[src/hdl/m2u_pkg.sv]
// ----------------------------------------------------------------------------
// m2u_pkg
// Shared types, codes and value scaling helpers for the MIDI 1.0 byte stream
// to UMP converter.
// ----------------------------------------------------------------------------
package m2u_pkg;

  localparam int CFG_IDX_W = 8;
  localparam int CFG_DAT_W = 8;

  localparam logic [CFG_IDX_W-1:0] REG_MIDI2_OUT = 8'd0;
  localparam logic [CFG_IDX_W-1:0] REG_GROUP     = 8'd1;

  // UMP message types
  localparam logic [3:0] MT_SYS  = 4'h1;
  localparam logic [3:0] MT_M1   = 4'h2;
  localparam logic [3:0] MT_SX7  = 4'h3;
  localparam logic [3:0] MT_M2   = 4'h4;

  // status nibbles
  localparam logic [3:0] ST_NOTE_OFF = 4'h8;
  localparam logic [3:0] ST_NOTE_ON  = 4'h9;
  localparam logic [3:0] ST_POLY_AT  = 4'hA;
  localparam logic [3:0] ST_CTRL     = 4'hB;
  localparam logic [3:0] ST_PROGRAM  = 4'hC;
  localparam logic [3:0] ST_CHAN_AT  = 4'hD;
  localparam logic [3:0] ST_BEND     = 4'hE;

  localparam logic [3:0] ST_RPN      = 4'h2;
  localparam logic [3:0] ST_NRPN     = 4'h3;

  // SysEx packet status codes
  localparam logic [3:0] SX_COMPLETE = 4'h0;
  localparam logic [3:0] SX_END      = 4'h3;

  // SysEx phases
  localparam logic [1:0] PH_IDLE  = 2'd0;
  localparam logic [1:0] PH_FIRST = 2'd1;
  localparam logic [1:0] PH_CONT  = 2'd2;

  // status bytes
  localparam logic [7:0] B_SX_START   = 8'hF0;
  localparam logic [7:0] B_MTC        = 8'hF1;
  localparam logic [7:0] B_SONG_POS   = 8'hF2;
  localparam logic [7:0] B_SONG_SEL   = 8'hF3;
  localparam logic [7:0] B_TUNE       = 8'hF6;
  localparam logic [7:0] B_SX_STOP    = 8'hF7;
  localparam logic [7:0] B_CLOCK      = 8'hF8;
  localparam logic [7:0] UNSET        = 8'hFF;

  // controller numbers
  localparam logic [7:0] CC_BANK_MSB  = 8'd0;
  localparam logic [7:0] CC_DATA_MSB  = 8'd6;
  localparam logic [7:0] CC_BANK_LSB  = 8'd32;
  localparam logic [7:0] CC_DATA_LSB  = 8'd38;
  localparam logic [7:0] CC_NRPN_LSB  = 8'd98;
  localparam logic [7:0] CC_NRPN_MSB  = 8'd99;
  localparam logic [7:0] CC_RPN_LSB   = 8'd100;
  localparam logic [7:0] CC_RPN_MSB   = 8'd101;

  localparam logic [2:0] SX_MAX = 3'd6;

  typedef struct packed {
    logic [31:0] word;
    logic        last;
  } ump_ent_t;

  typedef struct packed {
    logic [1:0] n;
    ump_ent_t   e0;
    ump_ent_t   e1;
  } push_t;

  // min-center-max upscale, 7 -> 16 bits
  function automatic logic [15:0] up7_16(input logic [7:0] v);
    logic [5:0] r;
    logic [15:0] o;
    r = v[5:0];
    o = {v[6:0], 9'b0};
    if (v[6:0] > 7'd64) o = o | {7'b0, r, 3'b0} | {13'b0, r[5:3]};
    return o;
  endfunction

  // 7 -> 32 bits
  function automatic logic [31:0] up7_32(input logic [7:0] v);
    logic [5:0] r;
    logic [31:0] o;
    r = v[5:0];
    o = {v[6:0], 25'b0};
    if (v[6:0] > 7'd64)
      o = o | {7'b0, r, 19'b0} | {13'b0, r, 13'b0} | {19'b0, r, 7'b0}
            | {25'b0, r, 1'b0} | {31'b0, r[5]};
    return o;
  endfunction

  // 14 -> 32 bits
  function automatic logic [31:0] up14_32(input logic [13:0] v);
    logic [12:0] r;
    logic [31:0] o;
    r = v[12:0];
    o = {v, 18'b0};
    if (v > 14'd8192) o = o | {14'b0, r, 5'b0} | {27'b0, r[12:8]};
    return o;
  endfunction

endpackage

[src/hdl/m2u_if.sv]
// ----------------------------------------------------------------------------
// m2u interfaces
// Valid/ready channels for stream bytes, UMP words and register writes.
// ----------------------------------------------------------------------------
interface m2u_byte_if;
  logic       valid;
  logic       ready;
  logic [7:0] in_byte;
  modport source (output valid, output in_byte, input ready);
  modport sink   (input valid, input in_byte, output ready);
endinterface

interface m2u_ump_if;
  logic        valid;
  logic        ready;
  logic [31:0] ump_word;
  logic        last_word;
  modport source (output valid, output ump_word, output last_word, input ready);
  modport sink   (input valid, input ump_word, input last_word, output ready);
endinterface

interface m2u_cfg_if;
  logic                          valid;
  logic                          ready;
  logic [m2u_pkg::CFG_IDX_W-1:0] index;
  logic [m2u_pkg::CFG_DAT_W-1:0] data;
  modport source (output valid, output index, output data, input ready);
  modport sink   (input valid, input index, input data, output ready);
endinterface

[src/hdl/m2u_ofifo.sv]
// ----------------------------------------------------------------------------
// m2u_ofifo
// Four-entry word queue; takes up to two words per cycle, hands out one.
// ----------------------------------------------------------------------------
module m2u_ofifo (
  input  logic              clk,
  input  logic              rst,
  input  m2u_pkg::push_t    push,
  output logic              room,
  m2u_ump_if.source         ump
);

  m2u_pkg::ump_ent_t mem [4];
  logic [1:0] wp;
  logic [1:0] rp;
  logic [2:0] count;
  logic       pop;

  assign pop  = ump.valid && ump.ready;
  assign room = (count <= 3'd2);
  assign ump.valid     = (count != 3'd0);
  assign ump.ump_word  = mem[rp].word;
  assign ump.last_word = mem[rp].last;

  always_ff @(posedge clk) begin
    if (rst) begin
      wp    <= '0;
      rp    <= '0;
      count <= '0;
    end else begin
      wp    <= wp + push.n;
      rp    <= rp + {1'b0, pop};
      count <= count + {1'b0, push.n} - {2'b0, pop};
    end
  end

  always_ff @(posedge clk) begin
    if (push.n != 2'd0) mem[wp] <= push.e0;
    if (push.n == 2'd2) mem[wp + 2'd1] <= push.e1;
  end

endmodule

[src/hdl/midi1_bytestream_to_ump.sv]
// ----------------------------------------------------------------------------
// midi1_bytestream_to_ump
// MIDI 1.0 byte stream to Universal MIDI Packet words (MIDI 1.0 or 2.0 voice).
// ----------------------------------------------------------------------------
// Flow: a byte is registered at acceptance and converted into the queue once
//   the queue has room for two words; its first word is offered straight
//   from the queue.
// Throughput: one byte per cycle while the output queue has room for two words;
//   a byte that yields two words drains at one word per cycle while ump.ready is high.
// Reset: synchronous; clears config, running status, SysEx state, input byte and queue,
//   sets per-channel bank and parameter registers to unset, RPN flags to 0.
module midi1_bytestream_to_ump (
  input  logic      clk,
  input  logic      rst,
  m2u_byte_if.sink  src,
  m2u_ump_if.source ump,
  m2u_cfg_if.sink   cfg
);

  // config registers
  logic       midi2_out;
  logic [3:0] group;

  // input register
  logic [7:0] byte_q;
  logic       byte_vld;
  logic       room;
  logic       go;

  // stream state
  logic [7:0] running_status, rs_next;
  logic [7:0] held_data, held_next;
  logic [1:0] sx_phase, phase_next;
  logic [2:0] sx_count, cnt_next;
  logic [6:0] sx_bytes [6];
  logic       sx_clr, sx_we;
  logic [2:0] sx_idx;

  // per-channel controller state
  logic [7:0] bank_high [16];
  logic [7:0] bank_low [16];
  logic [7:0] param_high [16];
  logic [7:0] param_low [16];
  logic [7:0] param_value_high [16];
  logic       param_registered [16];
  logic       bh_we, bl_we, ph_we, pl_we, pvh_we, preg_we, preg_val;

  // translation operands
  logic       t_do;
  logic [7:0] t_b0, t_b1, t_b2;
  logic [3:0] ch, st_e;
  logic [7:0] hi7;
  logic [1:0] n;
  logic [31:0] w0, w1;
  m2u_pkg::push_t push;

  assign cfg.ready = 1'b1;
  assign go        = byte_vld && room;
  assign src.ready = !byte_vld || go;

  always_ff @(posedge clk) begin
    if (rst) begin
      midi2_out <= 1'b0;
      group     <= '0;
    end else if (cfg.valid) begin
      case (cfg.index)
        m2u_pkg::REG_MIDI2_OUT: midi2_out <= cfg.data[0];
        m2u_pkg::REG_GROUP:     group     <= cfg.data[3:0];
        default: ;
      endcase
    end
  end

  always_ff @(posedge clk) begin
    if (rst) begin
      byte_vld <= 1'b0;
    end else if (src.valid && src.ready) begin
      byte_vld <= 1'b1;
    end else if (go) begin
      byte_vld <= 1'b0;
    end
  end

  always_ff @(posedge clk) begin
    if (src.valid && src.ready) byte_q <= src.in_byte;
  end

  // stream parsing and translation for the registered byte
  always_comb begin
    rs_next    = running_status;
    held_next  = held_data;
    phase_next = sx_phase;
    cnt_next   = sx_count;
    sx_clr     = 1'b0;
    sx_we      = 1'b0;
    sx_idx     = sx_count;
    n          = 2'd0;
    w0         = '0;
    w1         = '0;
    t_do       = 1'b0;
    t_b0       = running_status;
    t_b1       = '0;
    t_b2       = '0;
    bh_we = 1'b0; bl_we = 1'b0; ph_we = 1'b0; pl_we = 1'b0;
    pvh_we = 1'b0; preg_we = 1'b0; preg_val = 1'b0;
    if (go) begin
      if (byte_q == m2u_pkg::B_TUNE || byte_q >= m2u_pkg::B_CLOCK) begin
        // realtime and tune request pass straight through
        t_do = 1'b1;
        t_b0 = byte_q;
      end else if (byte_q[7]) begin
        rs_next   = byte_q;
        held_next = m2u_pkg::UNSET;
        if (byte_q == m2u_pkg::B_SX_START) begin
          phase_next = m2u_pkg::PH_FIRST;
          cnt_next   = '0;
          sx_clr     = 1'b1;
        end else if (byte_q == m2u_pkg::B_SX_STOP) begin
          // closing packet; a stray end still emits one
          n  = 2'd2;
          w0 = {m2u_pkg::MT_SX7, group,
                (sx_phase == m2u_pkg::PH_FIRST) ? m2u_pkg::SX_COMPLETE : m2u_pkg::SX_END,
                1'b0, sx_count, 1'b0, sx_bytes[0], 1'b0, sx_bytes[1]};
          w1 = {1'b0, sx_bytes[2], 1'b0, sx_bytes[3], 1'b0, sx_bytes[4],
                1'b0, sx_bytes[5]};
          sx_clr     = 1'b1;
          phase_next = m2u_pkg::PH_IDLE;
        end
      end else if (sx_phase != m2u_pkg::PH_IDLE) begin
        sx_we = 1'b1;
        if (sx_count >= m2u_pkg::SX_MAX) begin
          // full packet goes out before this byte is stored
          n  = 2'd2;
          w0 = {m2u_pkg::MT_SX7, group, 2'b0, sx_phase, 1'b0, m2u_pkg::SX_MAX,
                1'b0, sx_bytes[0], 1'b0, sx_bytes[1]};
          w1 = {1'b0, sx_bytes[2], 1'b0, sx_bytes[3], 1'b0, sx_bytes[4],
                1'b0, sx_bytes[5]};
          sx_clr     = 1'b1;
          phase_next = m2u_pkg::PH_CONT;
          sx_idx     = '0;
          cnt_next   = 3'd1;
        end else begin
          cnt_next = sx_count + 3'd1;
        end
      end else if (held_data != m2u_pkg::UNSET) begin
        held_next = m2u_pkg::UNSET;
        t_do = 1'b1;
        t_b1 = held_data;
        t_b2 = byte_q;
      end else if (running_status != 8'd0) begin
        if (running_status[7:4] == m2u_pkg::ST_PROGRAM ||
            running_status[7:4] == m2u_pkg::ST_CHAN_AT ||
            running_status == m2u_pkg::B_MTC || running_status == m2u_pkg::B_SONG_SEL) begin
          t_do = 1'b1;
          t_b1 = byte_q;
        end else if (running_status < m2u_pkg::B_SX_START ||
                     running_status == m2u_pkg::B_SONG_POS) begin
          held_next = byte_q;
        end
      end
    end

    ch   = t_b0[3:0];
    st_e = (t_b0[7:4] == m2u_pkg::ST_NOTE_ON && t_b2 == 8'd0) ?
           m2u_pkg::ST_NOTE_OFF : t_b0[7:4];
    hi7  = (param_value_high[ch] == m2u_pkg::UNSET) ? 8'd0 : {1'b0, param_value_high[ch][6:0]};

    if (t_do) begin
      if (t_b0 >= m2u_pkg::B_MTC) begin
        n  = 2'd1;
        w0 = {m2u_pkg::MT_SYS, group, t_b0, t_b1, t_b2};
      end else if (t_b0 < 8'h80 || t_b0 == m2u_pkg::B_SX_START) begin
        n = 2'd0;
      end else if (!midi2_out) begin
        n  = 2'd1;
        w0 = {m2u_pkg::MT_M1, group, t_b0, t_b1, t_b2};
      end else begin
        n  = 2'd2;
        w0 = {m2u_pkg::MT_M2, group, st_e, ch, 16'b0};
        case (st_e)
          m2u_pkg::ST_NOTE_OFF, m2u_pkg::ST_NOTE_ON: begin
            w0[15:8] = t_b1;
            w1 = {m2u_pkg::up7_16(t_b2), 16'b0};
          end
          m2u_pkg::ST_POLY_AT: begin
            w0[15:8] = t_b1;
            w1 = m2u_pkg::up7_32(t_b2);
          end
          m2u_pkg::ST_PROGRAM: begin
            if (bank_high[ch] != m2u_pkg::UNSET && bank_low[ch] != m2u_pkg::UNSET) begin
              w0[0] = 1'b1;
              w1    = {16'b0, bank_high[ch], bank_low[ch]};
            end
            w1[31:24] = {1'b0, t_b1[6:0]};
          end
          m2u_pkg::ST_CHAN_AT: w1 = m2u_pkg::up7_32(t_b1);
          m2u_pkg::ST_BEND:    w1 = m2u_pkg::up14_32({t_b2[6:0], t_b1[6:0]});
          m2u_pkg::ST_CTRL: begin
            case (t_b1)
              m2u_pkg::CC_BANK_MSB: begin n = 2'd0; bh_we = 1'b1; end
              m2u_pkg::CC_BANK_LSB: begin n = 2'd0; bl_we = 1'b1; end
              m2u_pkg::CC_NRPN_MSB: begin n = 2'd0; preg_we = 1'b1; ph_we = 1'b1; end
              m2u_pkg::CC_NRPN_LSB: begin n = 2'd0; preg_we = 1'b1; pl_we = 1'b1; end
              m2u_pkg::CC_RPN_MSB: begin
                n = 2'd0; preg_we = 1'b1; preg_val = 1'b1; ph_we = 1'b1;
              end
              m2u_pkg::CC_RPN_LSB: begin
                n = 2'd0; preg_we = 1'b1; preg_val = 1'b1; pl_we = 1'b1;
              end
              m2u_pkg::CC_DATA_MSB: begin
                n = 2'd0;
                if (param_high[ch] != m2u_pkg::UNSET && param_low[ch] != m2u_pkg::UNSET) begin
                  // RPN 0/0 (pitch bend range) and RPN 0/6 take the MSB alone
                  if (param_registered[ch] && param_high[ch] == 8'd0 &&
                      (param_low[ch] == 8'd0 || param_low[ch] == m2u_pkg::CC_DATA_MSB)) begin
                    n  = 2'd2;
                    w0 = {m2u_pkg::MT_M2, group, m2u_pkg::ST_RPN, ch,
                          param_high[ch], param_low[ch]};
                    w1 = m2u_pkg::up14_32({t_b2[6:0], 7'b0});
                  end else begin
                    pvh_we = 1'b1;
                  end
                end
              end
              m2u_pkg::CC_DATA_LSB: begin
                n = 2'd0;
                if (param_high[ch] != m2u_pkg::UNSET && param_low[ch] != m2u_pkg::UNSET) begin
                  n  = 2'd2;
                  w0 = {m2u_pkg::MT_M2, group,
                        param_registered[ch] ? m2u_pkg::ST_RPN : m2u_pkg::ST_NRPN, ch,
                        param_high[ch], param_low[ch]};
                  w1 = m2u_pkg::up14_32({hi7[6:0], t_b2[6:0]});
                end
              end
              default: begin
                w0[15:8] = t_b1;
                w1 = m2u_pkg::up7_32(t_b2);
              end
            endcase
          end
          default: n = 2'd0;
        endcase
      end
    end
  end

  always_ff @(posedge clk) begin
    if (rst) begin
      running_status <= '0;
      held_data      <= m2u_pkg::UNSET;
      sx_phase       <= m2u_pkg::PH_IDLE;
      sx_count       <= '0;
      for (int i = 0; i < 6; i++) sx_bytes[i] <= '0;
      for (int i = 0; i < 16; i++) begin
        bank_high[i]        <= m2u_pkg::UNSET;
        bank_low[i]         <= m2u_pkg::UNSET;
        param_high[i]       <= m2u_pkg::UNSET;
        param_low[i]        <= m2u_pkg::UNSET;
        param_value_high[i] <= m2u_pkg::UNSET;
        param_registered[i] <= 1'b0;
      end
    end else begin
      running_status <= rs_next;
      held_data      <= held_next;
      sx_phase       <= phase_next;
      sx_count       <= cnt_next;
      // a byte stored right after a full packet lands in slot 0 of the cleared buffer
      for (int i = 0; i < 6; i++) begin
        if (sx_we && sx_idx == 3'(i)) sx_bytes[i] <= byte_q[6:0];
        else if (sx_clr) sx_bytes[i] <= '0;
      end
      if (bh_we)   bank_high[ch]        <= t_b2;
      if (bl_we)   bank_low[ch]         <= t_b2;
      if (ph_we)   param_high[ch]       <= t_b2;
      if (pl_we)   param_low[ch]        <= t_b2;
      if (pvh_we)  param_value_high[ch] <= t_b2;
      if (preg_we) param_registered[ch] <= preg_val;
    end
  end

  assign push.n  = n;
  assign push.e0 = '{word: w0, last: (n == 2'd1)};
  assign push.e1 = '{word: w1, last: 1'b1};

  m2u_ofifo u_ofifo (
    .clk  (clk),
    .rst  (rst),
    .push (push),
    .room (room),
    .ump  (ump)
  );

endmodule

[src/flat_wrapper.sv]
// flat-port wrapper written by rule: the top's interface ports become plain ports
module midi1_bytestream_to_ump_flat 
  (clk, rst, src_valid, src_in_byte, src_ready, ump_valid, ump_ump_word, ump_last_word, ump_ready, cfg_valid, cfg_index, cfg_data, cfg_ready);
  m2u_byte_if src_i ();
  m2u_ump_if ump_i ();
  m2u_cfg_if cfg_i ();
  input  logic clk;
  input  logic rst;
  input wire logic [$bits(src_i.valid)-1:0] src_valid;
  input wire logic [$bits(src_i.in_byte)-1:0] src_in_byte;
  output wire logic [$bits(src_i.ready)-1:0] src_ready;
  output wire logic [$bits(ump_i.valid)-1:0] ump_valid;
  output wire logic [$bits(ump_i.ump_word)-1:0] ump_ump_word;
  output wire logic [$bits(ump_i.last_word)-1:0] ump_last_word;
  input wire logic [$bits(ump_i.ready)-1:0] ump_ready;
  input wire logic [$bits(cfg_i.valid)-1:0] cfg_valid;
  input wire logic [$bits(cfg_i.index)-1:0] cfg_index;
  input wire logic [$bits(cfg_i.data)-1:0] cfg_data;
  output wire logic [$bits(cfg_i.ready)-1:0] cfg_ready;
  assign src_i.valid = src_valid;
  assign src_i.in_byte = src_in_byte;
  assign src_ready = src_i.ready;
  assign ump_valid = ump_i.valid;
  assign ump_ump_word = ump_i.ump_word;
  assign ump_last_word = ump_i.last_word;
  assign ump_i.ready = ump_ready;
  assign cfg_i.valid = cfg_valid;
  assign cfg_i.index = cfg_index;
  assign cfg_i.data = cfg_data;
  assign cfg_ready = cfg_i.ready;
  midi1_bytestream_to_ump u_core (.clk(clk), .rst(rst), .src(src_i), .ump(ump_i), .cfg(cfg_i));
endmodule
[config.mk]
export PLATFORM = sky130hd
export DESIGN_NAME = midi1_bytestream_to_ump_flat
export DESIGN_NICKNAME = d
export VERILOG_FILES = /design/src/hdl/m2u_pkg.sv /design/src/hdl/m2u_if.sv /design/src/hdl/m2u_ofifo.sv /design/src/hdl/midi1_bytestream_to_ump.sv /design/src/flat_wrapper.sv
export SDC_FILE = /design/constraint.sdc
export NUM_CORES = 2
export LEC_CHECK = 0
export BUFFER_PORTS_ARGS = -buffer_cell sky130_fd_sc_hd__buf_2
export CAP_MARGIN = 30
export CORE_MARGIN = 1.5
export CORE_UTILIZATION = 35
export CTS_CLUSTER_DIAMETER = 120
export CTS_CLUSTER_SIZE = 40
export DETAILED_ROUTE_END_ITERATION = 8
export HOLD_SLACK_MARGIN = 0.1
export SLEW_MARGIN = 15
export SYNTH_ARGS = -nofsm -noshare
export SYNTH_HDL_FRONTEND = slang
export SYNTH_SLANG_ARGS = --single-unit
[constraint.sdc]
create_clock -name clk -period 5.4 [get_ports clk]
set_clock_uncertainty 0.1 [all_clocks]
set_input_delay 0.81 -clock clk [delete_from_list [all_inputs] [get_ports clk]]
set_output_delay 0.81 -clock clk [all_outputs]
set_load 0.02 [all_outputs]
---- Yosys cells after proc, flatten, opt, wreduce, memory -nomap -nowiden ----
Memories as Yosys holds them, arrays and structs flattened. A register that Yosys moved wholly into a read port is not among the register bits.
Index checks and enable logic that the tools add are counted.
cells by class
  order comparisons ....................... 11
  reductions and logical operators ........ 58
  bitwise gates (word level) .............. 31
  $add $sub $neg .......................... 6
  equal/unequal tests ..................... 44
  mux-type cells .......................... 255
operator list
  operator                                               number
  2-to-1 mux 32 bit                                      25
  2-to-1 mux 8 bit                                       24
  case mux 32 bit (6 select lines)                       1
  2-to-1 mux 1 bit                                       134
  2-to-1 mux 7 bit                                       16
  2-to-1 mux 24 bit                                      4
  OR 32 x 18 -> 32 bit                                   3
  OR 32 x 5 -> 32 bit                                    3
  case mux 32 bit (3 select lines)                       1
  2-to-1 mux 31 bit                                      3
  equality test 8 bit, second input constant             8
  OR 32 x 1 -> 32 bit                                    2
  OR 32 x 13 -> 32 bit                                   2
  OR 32 x 19 -> 32 bit                                   2
  OR 32 x 25 -> 32 bit                                   2
  OR 32 x 7 -> 32 bit                                    2
  2-to-1 mux 30 bit                                      2
  case mux 8 bit (2 select lines)                        3
  greater-than comparator 14 bit, second input constant  3
  2-to-1 mux 2 bit                                       21
  equality test 4 bit, second input constant             10
  zero test 8 bit                                        5
  inequality test 8 bit, second input constant           5
  OR reduction 8 bit                                     5
  other kinds (52)                                       119
word-level totals
  memories ................................ 8
  bits of input ports ..................... 29
  memory bits (writable) .................. 830
  logic and storage cells ................. 424
  register bits after elaboration ......... 42
  output and inout port bits .............. 36
memories
  name                     words  bits a word  rd ports  clocked after Yosys merged registers in  write ports  line                           source
  u_core.u_ofifo.mem       4      33           1         1                                        2            m2u_ofifo.sv:13                m2u_pkg::ump_ent_t mem [4];
  u_core.bank_high         16     8            1         0                                        16           midi1_bytestream_to_ump.sv:40  logic [7:0] bank_high [16];
  u_core.bank_low          16     8            1         0                                        16           midi1_bytestream_to_ump.sv:41  logic [7:0] bank_low [16];
  u_core.param_high        16     8            1         0                                        16           midi1_bytestream_to_ump.sv:42  logic [7:0] param_high [16];
  u_core.param_low         16     8            1         0                                        16           midi1_bytestream_to_ump.sv:43  logic [7:0] param_low [16];
  u_core.param_value_high  16     8            1         0                                        16           midi1_bytestream_to_ump.sv:44  logic [7:0] param_value_high [16];
  2 more memories          -      -            -         -                                        -            -

---- Longest topological paths before layout ----
  depth in word-level cells ............... 24
  gate-level depth with buffers ........... 21
  mapped depth without buffers ............ 16

---- By module ----
From an unflattened synthesis, not the netlist that was laid out.
unflattened totals
  cell total of the unflattened synthesis .. 4,062
  area, all modules ....................... 44,994.4 µm²
by module, submodules not included
  module                   seq. area each (µm²)  area each (µm²)  times used  cells each
  midi1_bytestream_to_ump  20,940.1              38,135.3         1           3,697
  m2u_ofifo                4,103.9               6,859.1          1           365

---- Least setup slack after synthesis ----
No wires, ideal clock.
  path kind ............................... reg2reg
  from .................................... reg u_core.byte_q[0]
  to ...................................... mem u_core.u_ofifo.mem[3][10] in the netlist's numbering, enable pin
  buffers on the path ..................... 4
  arrival ................................. 4.668 ns
  period minus slack after synthesis ...... 5.246 ns
  setup time .............................. 0.479 ns
  slack ................................... 0.154 ns
  required time ........................... 4.821 ns
  cell stages (with the launch flop) ...... 17
  cell sequence ........................... edfxtp_1 -> nand3b_2 -> a2111oi_4 -> o22ai_2 -> buf_4 -> buf_2 -> mux2i_1 -> a211o_1 -> o22ai_1 -> nand4_1 -> o22ai_1 -> nor3_2 -> o41ai_4 -> nand2b_1 -> clkbuf_1 -> buf_2 -> nand2_1
RTL lines
  element                   line                           source
  start: declaration        midi1_bytestream_to_ump.sv:25  logic [7:0] byte_q;
  start signal: assignment  midi1_bytestream_to_ump.sv:85  if (src.valid && src.ready) byte_q <= src.in_byte;
  end: declaration          m2u_ofifo.sv:13

==> impl_metrics.csv <==
group,metric,value,unit
routing,num_vias,34200,
clock_tree,clock_latency,0.77,ns
logic_synthesis,ys_async_sr_fraction,0,%
logic_synthesis,synthesis.nets,4007,
grt,grt_use_total,24.0,%
logic_synthesis,postSynthCellCount,3970,
sta,finalMaxSlewViolations,0,
status,status,"completed",
logic_synthesis,synth_enable_flop_cells,754,
clock_tree,cts_tree,"done",
routing,vias_per_cell,5.93,
logic_synthesis,synthMostInstantiatedCell,"edfxtp_1",
clock_tree,cts_max_path_buffers,3,
critical_path,path_max_fanout,12,
logic_synthesis,synth_area,43000,sq um
placement,dp_hpwl,109,mm
placement,io_buffer_count,59,
critical_path,worstPathArrival,5.63,ns
routing,ant_nets,0,
pwr,peakVddDrop,0.310,mV
clock_tree,cts_hold_buf,0,
critical_path,crit_required,5.71,ns
floorplanning,die_h,354,microns
floorplanning,io_pins,65,
critical_path,worstSetupPathType,"register to register",
clock_tree,htreeDepth,1,
logic_synthesis,synth-seq-cells,872,
clock_tree,cts_made_buffers,30,
worst_hold_path,hp-class,"primary input to register",
clock_tree,clkTransAtPathRegs,0.14,ns
sta,slew_headroom,26.9,%
pwr,p_total,14.8,mW
grt,grt_first_pass_wirelength,224,mm
logic_synthesis,yosysSeqAreaShare,58.1,%
worst_hold_path,whs_endpoint,"u_core.byte_q[4]",
placement,place_area,47400,sq um
placement,gp_congestion,0.989,
sta,final-setup-viol-count,0,
logic_synthesis,synth_top_area_share,52.6,%
run,drv_cap,0,
logic_synthesis,ys_top_cells_by_count,"edfxtp_1, nor2_1, nand2_1",
sta,max_freq,188,MHz
sta,fin_crit,5.32,ns
worst_hold_path,hold_depth,1,
routing,wl_per_cell,27.0,microns
placement,placed_cells,5698,
sta,worst_slew_pin_slew,1.10,ns
logic_synthesis,syn_area_per_cell,10.8,sq um
logic_synthesis,ys_types,103,
routing,route.detailed.drc,0,
critical_path,rr_worst_depth,15,
clock_tree,ctsRootBufferMaster,"clkbuf_16",
layout,drive_above_1_share,15.0,%
layout,finalNonFillerCells,5761,
sta,final-hold-violation-count,0,
layout,stdcell_area,48600,sq um
floorplanning,core_area,122000,sq um
worst_hold_path,hp-start,"src_in_byte[4]",
grt,grt_max_degree,161,
floorplanning,rows,128,
clock_tree,cts.sinks,872,
layout,final_nets,4149,
floorplanning,start_util,35.3,%
routing,dr.pass1.iters,9,
logic_synthesis,yosys_most_used_dff,"edfxtp_1",
critical_path,reg2reg_slack,0.08,ns
logic_synthesis,synth_top_area_cell,"edfxtp_1",
grt,globalRouteOverflowTotal,0,
sta,whs,0.176,ns
floorplanning,die_x,354,microns
logic_synthesis,synth_warnings,0,
routing,wl,156,mm
grt,antenna_found_initial,1,
sta,rsz0062_at_grt,"false",
critical_path,cp-start-kind,"register",
pwr,power_per_cell_area,304,nW/um^2
logic_synthesis,synth_area_leaders,"edfxtp_1, nor2_1, dfxtp_1",
pwr,leakagePower,16.7,nW
sta,fin_crit_sh,98.5,%
layout,diodes,0,
critical_path,crit_path_end_kind,"register",
critical_path,r2r-end,"u_core.u_ofifo.mem[2][6]",
grt,grt_pass1_vias,31900,
critical_path,regToRegStartpoint,"u_core.byte_q[2]",
layout,area_growth_syn_to_layout,13.0,%
sta,fin_tns_setup,0,ns
floorplanning,die-area,125000,sq um
routing,first_iter_violations,4159,
## layer usage
| metal | GRT usage, % | routed length [microns] | share of wire (%) |
|---|---|---|---|
| met1 | 32.7 | 63700 | 41 |
| met2 | 38.4 | 71400 | 46 |
| met3 | 3.19 | 12800 | 8.2 |
| met4 | 10.0 | 7770 | 5.0 |
| met5 | 0 | 13 | 0.0084 |
## worst max-delay path, stage by stage, from the launching register on
cell	delay (ns)
edfxtp_1	0.54
and3b_2	0.32
o2111ai_4	0.26
mux2_2	0.59
buf_4	0.27
a211oi_1	0.09
or4b_1	0.63
nor3_1	0.25
a31oi_1	0.13
buf_4	0.17
a2111o_1	0.45
o211ai_1	0.14
a221oi_1	0.13
a311oi_1	0.61
buf_4	0.26
o22ai_1	0.07
## state kept, by name (all words and copies together), names as in the netlist, 4 cells and up
name and cells:
u_core.param_low 128, u_core.param_registered 16, u_core.running_status 8, u_core.bank_low 128
u_core.bank_high 128, u_core.sx_bytes 42, u_core.byte_q 8, u_core.param_value_high 128
u_core.u_ofifo.mem 132, u_core.param_high 128, u_core.group 4, u_core.held_data 8
## per-stage QoR
step	utilization (%)	worst slack (ns)
finish	39.9	0.0831
CTS	39.8	0.0100
detailed placement	38.9	-0.0678
global placement	38.9	-0.0439
floorplan	-	0.154
global route	39.9	0.00134
## timing repair
| item | 4_1_cts | 5_1_grt |
|---|---|---|
| resized for setup | 2 | 22 |
| setup buffers | 0 | 2 |
| setup endpoints to repair | 8 | 229 |
| pin swaps | 0 | 2 |
## area by class of cell
class | instances | area [sq um]
multi-input combinational | 2676 | 16600
timing repair buffer | 425 | 3510
tap | 1625 | 2030
inverter | 107 | 402
clock buffer | 44 | 825
fill | 11700 | 73300
clock inverter | 12 | 269
sequential | 872 | 25000
## report_power, final
part	switching [mW]	total [mW]	leakage, nW	internal (mW)
logic	2.24	3.38	7.79	1.14
clock network	2.26	3.45	0.512	1.19
registers	0.194	7.95	8.41	7.75
## worst max path at each step
stage	to	slack [ns]	start	cells after the start
2_1_floorplan	u_core.u_ofifo.mem[3][10]	0.15	u_core.byte_q[0]	16
3_5_place_dp	u_core.u_ofifo.mem[0][6]	-0.07	u_core.byte_q[0]	15
5_1_grt	u_core.u_ofifo.mem[2][16]	0.001	u_core.byte_q[2]	19
4_1_cts	u_core.u_ofifo.mem[0][9]	0.01	u_core.byte_q[7]	15
3_3_place_gp	u_core.u_ofifo.mem[0][9]	-0.04	u_core.byte_q[0]	16
6_report	u_core.u_ofifo.mem[2][6]	0.08	u_core.byte_q[2]	15
## placed cells by master (no fill, tap or decap), types with 32 or more instances in the layout
cell type | synthesis | routed
nor2_1 | 633 | 621
nor3_1 | 59 | 59
a21oi_1 | 263 | 260
a22o_1 | 50 | 50
inv_1 | 103 | 103
edfxtp_1 | 754 | 754
o21a_1 | 38 | 38
mux4_2 | 33 | 33
buf_2 | 63 | 61
and2_1 | 33 | 32
dfxtp_1 | 118 | 117
buf_4 | 10 | 322
a22oi_1 | 32 | 32
o21ai_0 | 76 | 76
mux2i_1 | 116 | 116
o211ai_1 | 49 | 49
nand3_1 | 66 | 65
o21bai_1 | 115 | 115
buf_12 | 0 | 35
nand2_1 | 408 | 407
and3_1 | 51 | 51
a211oi_1 | 55 | 55
o22ai_1 | 86 | 85
## logic make-up after synthesis
group / share of synthesized area, %
AOI/OAI and AO/OA: 17.8
xor gates and xnor gates: 0.142
adders and majority gates: 0.250
buffers and inverters: 4.06
DFF: 58.1
muxes: 5.13
other: 0.00871
and+or+nand+nor: 14.5
Note: power is estimated with default switching activity, not from simulation.
